### src/sv/rte_mul.sv
// Shared 32x32 unsigned multiplier with registered product.
// Depends on nothing.
module rte_mul (
  input  logic        clk,
  input  logic [31:0] a,
  input  logic [31:0] b,
  output logic [63:0] prod
);

  always_ff @(posedge clk) begin
    prod <= 64'(a) * 64'(b);
  end

endmodule

### config.mk
export PLATFORM = sky130hd
export DESIGN_NAME = rte_mul
export DESIGN_NICKNAME = d
export VERILOG_FILES = /design/src/sv/rte_mul.sv
export SDC_FILE = /design/constraint.sdc
export NUM_CORES = 2
export LEC_CHECK = 0
export ABC_CLOCK_PERIOD_IN_PS = 8200
export BUFFER_PORTS_ARGS = -buffer_cell sky130_fd_sc_hd__buf_2
export CAP_MARGIN = 30
export CORE_MARGIN = 1.5
export CORE_UTILIZATION = 25
export DETAILED_ROUTE_END_ITERATION = 6
export HOLD_SLACK_MARGIN = 0.1
export SLEW_MARGIN = 40
export SYNTH_ARGS = -nofsm -noshare
export SYNTH_HDL_FRONTEND = slang
export SYNTH_SLANG_ARGS = --single-unit
export TNS_END_PERCENT = 10
### constraint.sdc
create_clock -name clk -period 8.2 [get_ports clk]
set_input_delay 0.41 -clock clk [delete_from_list [all_inputs] [get_ports clk]]
set_output_delay 0.41 -clock clk [all_outputs]
set_load 0.05 [all_outputs]
==> impl_metrics.toml <==
[worst_hold_path]
hp-class = "in2reg"
min_from = "b[0]"

[finish]
regMostFlops = "prod"
drive_gt1_share_pct = 6.073
final_cell_area_mm2 = 0.03758
num-nets-final = 4958
area_growth_pct = 8.368
layout_common_cells = "896 x fa_1, 865 x inv_1, 602 x and2_1"
layout_commonest_cell = "fa_1"
largest_registers = "prod x64"
postLayoutCoreUtil_pct = 27.33
largest_register_ff_count = 64

[clocking]
clock-sinks = 64
clk_pin_slew_ns = 0.06
ctsHoldBuffers = 0
cts_resized = 0
cts_tree = "yes"
cts_buffers = 9
post_cts_buffers = 0
htree_num_levels = 3
clockBufferDepth = 2
cts_root_buf = "clkbuf_16"

[route]
num_vias = 24699
drt_iter0_drc = 1373
via_per_inst = 4.462
drtPass1Iterations = 5
wirelength_um = 96480
drcViolationCount = 0
wl_per_cell_um = 17.43
ant_nets = 0

[floorplan]
fp.dieW_um = 375.4
initial_core_util_pct = 25.22
num_rows = 136
dieHeight_um = 375.4
io_pins = 129
dieArea_mm2 = 0.1409
design.core.area_mm2 = 0.1375

[global_route]
grt_first_pass_wirelength_um = 154000
overflow = 0
grt_max_degree = 33
grtUsageMet2_pct = 25.74
grtUsageMet1_pct = 17.51
grt_util_met3_pct = 1.633
track_usage_pct = 14.12
busiest_layer = "met2"
antenna_found_initial = 27
grt_pass1_vias = 27008

[run]
drv_cap = 0

[placement]
port_buffers = 128
place_area_mm2 = 0.03725
dpl.hpwl_um = 81760
gp_congestion = 0.8949

[setup_path]
crit_type = "in2reg"
path_max_fanout = 32
start_kind = "input pin"
critPathCaptureType = "flop"
startpoint = "b[9]"
crit_required_ns = 8.50
worstPathArrival_ns = 8.24

[logic_synthesis]
synth.cell_area_mm2 = 0.03468
syn-num-nets = 4972
synth_top_area_share_pct = 51.73
yosys-top-cells-area = "fa_1 52%, and2_1 11%, ha_1 9.5%, inv_1 9.4%, nand2_1 5.2%"
synthCells = 3748
ys_async_sr_fraction_pct = 0
synth_ff_type = "dfxtp_1"
ys_ff_latch = 64
yosys.area.top_type = "fa_1"
synth_cell_types = 57
yosys_warnings = 0
synth_edf_count = 0
yosysSeqAreaShare_pct = 3.695
syn_avg_cell_area_um2 = 9.252

[sta]
slew_headroom_pct = 41.47
period_needed_ns = 7.939
rsz0062_at_grt = "no"
timing.setup.tns_ns = 0
setup_violations = 0
min_period_over_period_pct = 96.81
drv_slew = 0
hold_ws_ns = 0.7581
tightest_slew_ns = 0.8688
max_freq_mhz = 126.0
hold_viol_final = 0

[run_status]
outcome = "complete, no violations"
cell usage after synthesis, types with 20 or more instances:
| master | n |
|---|---|
| fa_1 | 896 |
| inv_1 | 865 |
| and2_1 | 602 |
| nand2_1 | 480 |
| ha_1 | 263 |
| clkbuf_1 | 213 |
| dfxtp_1 | 64 |
| a21oi_1 | 63 |
| a21o_1 | 40 |
| xnor2_1 | 35 |
| xor2_1 | 25 |
| nand4_1 | 23 |
| o21ai_0 | 21 |
| nor2_1 | 20 |
layer usage:
layer / vias to the layer above / part of all wire [%]
li1: 10810 / -
met2: 609 / 52
met1: 13103 / 40
met3: 167 / 4.5
met5: - / 0.063
met4: 10 / 3.2
path summary, 6_finish.rpt:
check | end | slack [ns] | cells past startpoint
setup / recovery | prod[62] | 0.26 | 21
hold / removal | prod[0] | 0.76 | 2
logic make-up after synthesis:
kind of cell	Yosys count	share of synthesized area, %
buffers and inverters	1085	11.77
DFF	64	3.695
and+or+nand+nor	1177	17.62
adders and majority gates	1159	61.22
xor gates and xnor gates	60	1.515
muxes	1	0.02887
AOI/OAI and AO/OA	202	4.153
per-stage QoR:
| stage | cells | setup WS (ns) |
|---|---|---|
| after global placement | 5517 | 0.08383 |
| after floorplan | 3748 | 1.037 |
| final | 5535 | 0.2612 |
| after detailed placement | 5517 | 0.05935 |
| after CTS | 5532 | 0.4283 |
| after global routing | 5534 | 0.06656 |
worst max-delay path: stages:
cell and delay, ns:
buf_2 0.55, and2_1 0.25, fa_1 0.45, fa_1 0.56
inv_1 0.06, fa_1 0.49, fa_1 0.51, inv_1 0.06
fa_1 0.57, fa_1 0.43, fa_1 0.51, fa_1 0.42
ha_1 0.45, nand4_1 0.17, or4_1 0.56, or3_1 0.37
a31oi_1 0.61, a31o_2 0.33, a211oi_1 0.13, o21ai_1 0.17
xor2_1 0.15
final cells by class:
type / count / area, um2
Fill cell: 14718 / 99910
Timing Repair Buffer: 195 / 1156
Multi-Input combinational cell: 2599 / 29320
Clock buffer: 12 / 256.5
Inverter: 865 / 3247
Antenna cell: 3 / 7.507
Clock inverter: 3 / 65.06
Sequential cell: 64 / 1281
Tap cell: 1794 / 2245
Power is left out: the tool's default activity adds up to more than one toggle a clock period on the data nets, which glitch-free logic cannot reach.
