## config.mk

```make
export PLATFORM = sky130hd
export DESIGN_NAME = rte_iter
export DESIGN_NICKNAME = d
export VERILOG_FILES = /design/src/sv/rte_pkg.sv /design/src/sv/rte_iter.sv
export SDC_FILE = /design/constraint.sdc
export NUM_CORES = 1
export LEC_CHECK = 0
export BUFFER_PORTS_ARGS = -buffer_cell sky130_fd_sc_hd__buf_4
export CELL_PAD_IN_SITES_DETAIL_PLACEMENT = 1
export CELL_PAD_IN_SITES_GLOBAL_PLACEMENT = 1
export CORE_MARGIN = 2
export CORE_UTILIZATION = 49
export CTS_CLUSTER_DIAMETER = 60
export DETAILED_ROUTE_END_ITERATION = 6
export PLACE_DENSITY_LB_ADDON = 0.1
export SLEW_MARGIN = 20
export SYNTH_ARGS = -nofsm -noshare
export SYNTH_HDL_FRONTEND = slang
export SYNTH_SLANG_ARGS = --single-unit
```

## constraint.sdc

```tcl
create_clock -name clk -period 7.9 [get_ports clk]
set_clock_uncertainty 0.1 [all_clocks]
set_input_delay 2.37 -clock clk [delete_from_list [all_inputs] [get_ports clk]]
set_output_delay 2.37 -clock clk [all_outputs]
set_load 0.03 [all_outputs]
```

## src/sv/rte_pkg.sv

```systemverilog
// Package for the RRT tree-extension engine: sizes, codes, state encoding
// and the control struct of the shared iterative unit. No dependencies.
package rte_pkg;

  localparam int MAX_NODES = 1024;
  localparam int NODE_AW   = $clog2(MAX_NODES);
  localparam int NODE_CW   = NODE_AW + 1;
  localparam int MAX_OBST  = 64;
  localparam int OBST_AW   = (MAX_OBST > 1) ? $clog2(MAX_OBST) : 1;
  localparam int OBST_CW   = $clog2(MAX_OBST + 1);

  localparam logic [1:0] ACT_RESTART = 2'd0;
  localparam logic [1:0] ACT_OBST    = 2'd1;
  localparam logic [1:0] ACT_EXTEND  = 2'd2;
  localparam logic [1:0] ACT_NONE    = 2'd3;  // unused code, answered with ST_DONE and no table change

  localparam logic [2:0] ST_DONE     = 3'd0;
  localparam logic [2:0] ST_ADDED    = 3'd1;
  localparam logic [2:0] ST_GOAL     = 3'd2;
  localparam logic [2:0] ST_BLOCKED  = 3'd3;
  localparam logic [2:0] ST_TREEFULL = 3'd4;
  localparam logic [2:0] ST_OBSTFULL = 3'd5;

  localparam logic [2:0] REG_START_X = 3'd0;
  localparam logic [2:0] REG_START_Y = 3'd1;
  localparam logic [2:0] REG_GOAL_X  = 3'd2;
  localparam logic [2:0] REG_GOAL_Y  = 3'd3;
  localparam logic [2:0] REG_RADIUS  = 3'd4;
  localparam logic [2:0] REG_STEP    = 3'd5;
  localparam logic [2:0] REG_TOL     = 3'd6;

  localparam int ITER_STEPS = 32;
  localparam int ITER_CW    = $clog2(ITER_STEPS);

  typedef enum logic {ITER_SQRT, ITER_DIV} iter_mode_e;

  typedef struct packed {
    logic       start;
    iter_mode_e mode;
  } iter_ctl_t;

  typedef enum logic [4:0] {
    S_IDLE, S_DISP,
    S_NRD, S_NDIF, S_NSQX, S_NSQY, S_NCMP,
    S_BRD, S_BDIF, S_NORM,
    S_LSQX, S_LSQY, S_LSQRT, S_LWAIT,
    S_OXM, S_OXD, S_OXW, S_OYM, S_OYD, S_OYW,
    S_SAT, S_ORD, S_OCMP, S_DEC,
    S_GSQX, S_GSQY, S_GSQR, S_GCMP,
    S_DONE
  } state_t;

endpackage

```

## src/sv/rte_iter.sv

```systemverilog
// Shared bit-serial unit: integer square root of 64 bits or 64/32 division
// with a 32-bit quotient, one result bit per cycle. Uses rte_pkg.
module rte_iter (
  input  logic               clk,
  input  logic               rst,
  input  rte_pkg::iter_ctl_t ctl,
  input  logic [63:0]        num,
  input  logic [31:0]        den,
  output logic               busy,
  output logic               done,
  output logic [31:0]        res
);

  rte_pkg::iter_mode_e             mode;
  logic [rte_pkg::ITER_CW-1:0]     cnt;
  logic [35:0]                     rem;
  logic [63:0]                     sh;
  logic [35:0]                     cand;
  logic [35:0]                     trial;
  logic                            ge;

  always_comb begin
    if (mode == rte_pkg::ITER_SQRT) begin
      cand  = {rem[33:0], sh[63:62]};
      trial = {2'b00, res, 2'b01};
    end else begin
      cand  = {rem[34:0], sh[63]};
      trial = {4'b0000, den};
    end
    ge = (cand >= trial);
  end

  always_ff @(posedge clk) begin
    if (rst) begin
      busy <= 1'b0;
      done <= 1'b0;
    end else begin
      done <= 1'b0;
      if (ctl.start) begin
        busy <= 1'b1;
      end else if (busy && cnt == '0) begin
        busy <= 1'b0;
        done <= 1'b1;
      end
    end
  end

  always_ff @(posedge clk) begin
    if (ctl.start) begin
      mode <= ctl.mode;
      cnt  <= rte_pkg::ITER_CW'(rte_pkg::ITER_STEPS - 1);
      res  <= '0;
      if (ctl.mode == rte_pkg::ITER_SQRT) begin
        rem <= '0;
        sh  <= num;
      end else begin
        rem <= {4'b0000, num[63:32]};
        sh  <= {num[31:0], 32'h0};
      end
    end else if (busy) begin
      cnt <= cnt - 1'b1;
      rem <= ge ? (cand - trial) : cand;
      res <= {res[30:0], ge};
      sh  <= (mode == rte_pkg::ITER_SQRT) ? {sh[61:0], 2'b00} : {sh[62:0], 1'b0};
    end
  end

endmodule

```

==> impl_metrics.env <==
export IMPL_ir_worst_vdd_uv=185
export IMPL_cp_max_fo=46
export IMPL_antenna_found_initial=0
export IMPL_arrival_ps=5720
export IMPL_synth_cell_type_count=69
export IMPL_min_to="cnt[4]"
export IMPL_drt_wl_total_mm=25.9
export IMPL_hold_viol=0
export IMPL_max_freq_mhz=179
export IMPL_worstSetupStartpointType="input port"
export IMPL_clockRootBuffer="clkbuf_16"
export IMPL_hp_class="register to register"
export IMPL_switching_share_pct=39.1
export IMPL_maxCapViolCount=0
export IMPL_clk_latency_ps=430
export IMPL_syn_inst=948
export IMPL_hold_path_cell_count=2
export IMPL_final_min_clock_period_ps=5600
export IMPL_rsz0062_at_grt="no"
export IMPL_path_class="input port to register"
export IMPL_cts_repair_resize_count=0
export IMPL_clk_pin_slew_worst_paths_ps=60
export IMPL_worst_pin_slew_ps=964
export IMPL_synthTopCellsByArea="edfxtp_1, mux2i_1, dfxtp_1"
export IMPL_grt_usage_pct=25.6
export IMPL_leakagePower_nw=4.54
export IMPL_num_rows=50
export IMPL_die_x_um=142
export IMPL_postRouteAntennaNets=0
export IMPL_dp_cells=1257
export IMPL_vias=7764
export IMPL_p_per_area_nw_per_um2=321
export IMPL_start_util_pct=50.0
export IMPL_synth_largest_area_cell="edfxtp_1"
export IMPL_grt_pass1_wl_mm=41.3
export IMPL_cts_hold_buf=0
export IMPL_cp_end_kind="register"
export IMPL_r2r_slack_ps=3230
export IMPL_synth_edf_count=100
export IMPL_drc=0
export IMPL_comb_power_share_pct=48.1
export IMPL_portBuffers=133
export IMPL_fin_crit_sh_pct=70.9
export IMPL_slew_headroom_pct=35.7
export IMPL_syn_area_um2=9390
export IMPL_instances_no_fill=1289
export IMPL_die_y_um=142
export IMPL_cts_num_sinks=139
export IMPL_seqPwrFrac_pct=28.9
export IMPL_pin_count=134
export IMPL_ys_ff_latch=139
export IMPL_htree_levels=4
export IMPL_async_reset_ff_share_pct=0
export IMPL_n_antenna_cell=0
export IMPL_wl_per_cell_um=20.1
export IMPL_firstDrtPassIters=5
export IMPL_cts_path_max_buffers=2
export IMPL_nets=1179
export IMPL_grt_pass1_vias=7741
export IMPL_grt_max_degree=109
export IMPL_synth_main_ff_cell="edfxtp_1"
export IMPL_p_clk_share_pct=22.9
export IMPL_core_region_area_um2=18800
export IMPL_synth_top_area_share_pct=32.0
export IMPL_syn_area_per_cell_um2=9.90
export IMPL_cts_tree="yes"
export IMPL_hold_start="cnt[4]"
export IMPL_drive_gt1_share_pct=20.2
export IMPL_critPathRequiredTime_ps=8020
export IMPL_reg2reg_to="rem[33]"
export IMPL_place_hpwl_mm=18.3
export IMPL_syn_num_nets=1084
export IMPL_finalSetupTns_ps=0
export IMPL_slew_viol_final=0
export IMPL_switchingPower_mw=1.39
export IMPL_ys_seq_area_share_pct=40.3
export IMPL_die_area_um2=20300
export IMPL_p_int_mw=2.16
export IMPL_cts_setup_buffers=0
export IMPL_gp_congestion=0.865
export IMPL_ys_warn_count=0
export IMPL_outcome="complete, no violations"
export IMPL_ff2ff_path_depth=11
export IMPL_syn_to_final_growth_pct=17.9
export IMPL_gr_total_overflow=0
export IMPL_setup_viol=0
export IMPL_cts_buffers=17
export IMPL_via_per_inst=6.02
export IMPL_r2r_start="mode"
export IMPL_drt_initial_drc_count=399
[power groups by stage]
stage | clock network (mW) | logic, mW | registers, mW
floorplan | 0 | 1.28 | 1.01
global placement | 0 | 1.61 | 1.03
detailed placement | 0 | 1.67 | 1.04
CTS | 0.822 | 1.68 | 1.02
global route | 0.842 | 1.88 | 1.04
finish | 0.814 | 1.71 | 1.03
[worst max-delay path: stages]
cell	delay, ps
buf_4	70
nand2b_1	90
ha_1	170
inv_1	50
fa_1	430
a211o_1	340
a211o_1	350
nand4b_2	140
a31oi_1	140
o311a_4	440
nor2_8	600
nor2b_1	110
a2111oi_1	400
[cell usage after synthesis (11+ instances only)]
cell type and instances:
mux2i_1 145, edfxtp_1 100, nand2_1 84, a21oi_1 81
nor2_1 54, o21ai_0 54, clkbuf_1 43, dfxtp_1 39
a211oi_1 36, ha_1 35, nor2b_1 35, mux2_2 33
xnor2_1 22, a21o_1 17, o21ai_1 15, buf_1 13
nand3_1 11
[cells by family after synthesis]
family | count (synthesis) | synth area share (%)
mux | 178 | 19.4
buf+inv | 76 | 3.47
simple gates | 235 | 12.3
xor+xnor | 30 | 2.80
fa+ha+maj | 36 | 4.88
flops | 139 | 40.3
compound gates | 254 | 16.9
[registers in the layout, summed over array words and instances, names as in the netlist]
| signal | cells |
|---|---|
| busy | 1 |
| rem | 35 |
| sh | 64 |
| mode | 1 |
| res | 32 |
| done | 1 |
| cnt | 5 |
[layout by cell type, fill, tap and decap left out, types with 11 or more instances in the layout]
cell type / instances
a211oi_1: 36
a21o_1: 17
a21oi_1: 81
buf_4: 141
clkbuf_16: 17
dfxtp_1: 38
edfxtp_1: 100
ha_1: 35
mux2_2: 33
mux2i_1: 145
nand2_1: 84
nand3_1: 11
nor2_1: 53
nor2b_1: 35
o21ai_0: 54
o21ai_1: 15
xnor2_1: 22
[per-stage QoR]
step	utilization (%)	cell area (um^2)	power [mW]	hold slack, ps	worst slack (ps)
2_1_floorplan	-	9390	2.29	358	2600
3_3_place_gp	55.7	10500	2.64	387	1950
3_5_place_dp	55.7	10500	2.70	387	1900
4_1_cts	58.8	11000	3.53	409	2320
5_1_grt	59.0	11100	3.76	435	2110
6_report	59.0	11100	3.55	404	2300
[area by class of cell]
class / count / area [um^2]
Clock inverter: 12 / 150
Inverter: 10 / 37.5
Clock buffer: 19 / 433
Multi-Input combinational cell: 733 / 5280
Fill cell: 2091 / 7700
Sequential cell: 139 / 3780
Timing Repair Buffer: 142 / 1090
Tap cell: 234 / 293
[metal layers]
layer | GRT usage (%) | vias to the layer above | routed length (um)
li1 | - | 3730 | -
met1 | 37.9 | 3806 | 12900
met4 | 6.15 | 0 | 283
met5 | 0 | - | 0
met2 | 40.4 | 202 | 11600
met3 | 2.96 | 26 | 1130
[worst max path at each step]
| stage | startpoint | to | cells past startpoint |
|---|---|---|---|
| final | den[0] | rem[33] | 13 |
| after global routing | den[0] | rem[33] | 13 |
| after floorplan | den[0] | rem[21] | 13 |
| after CTS | den[0] | rem[33] | 13 |
| after detailed placement | den[0] | rem[33] | 13 |
| after global placement | den[0] | rem[21] | 13 |
Note: power is estimated with default switching activity, not from simulation.
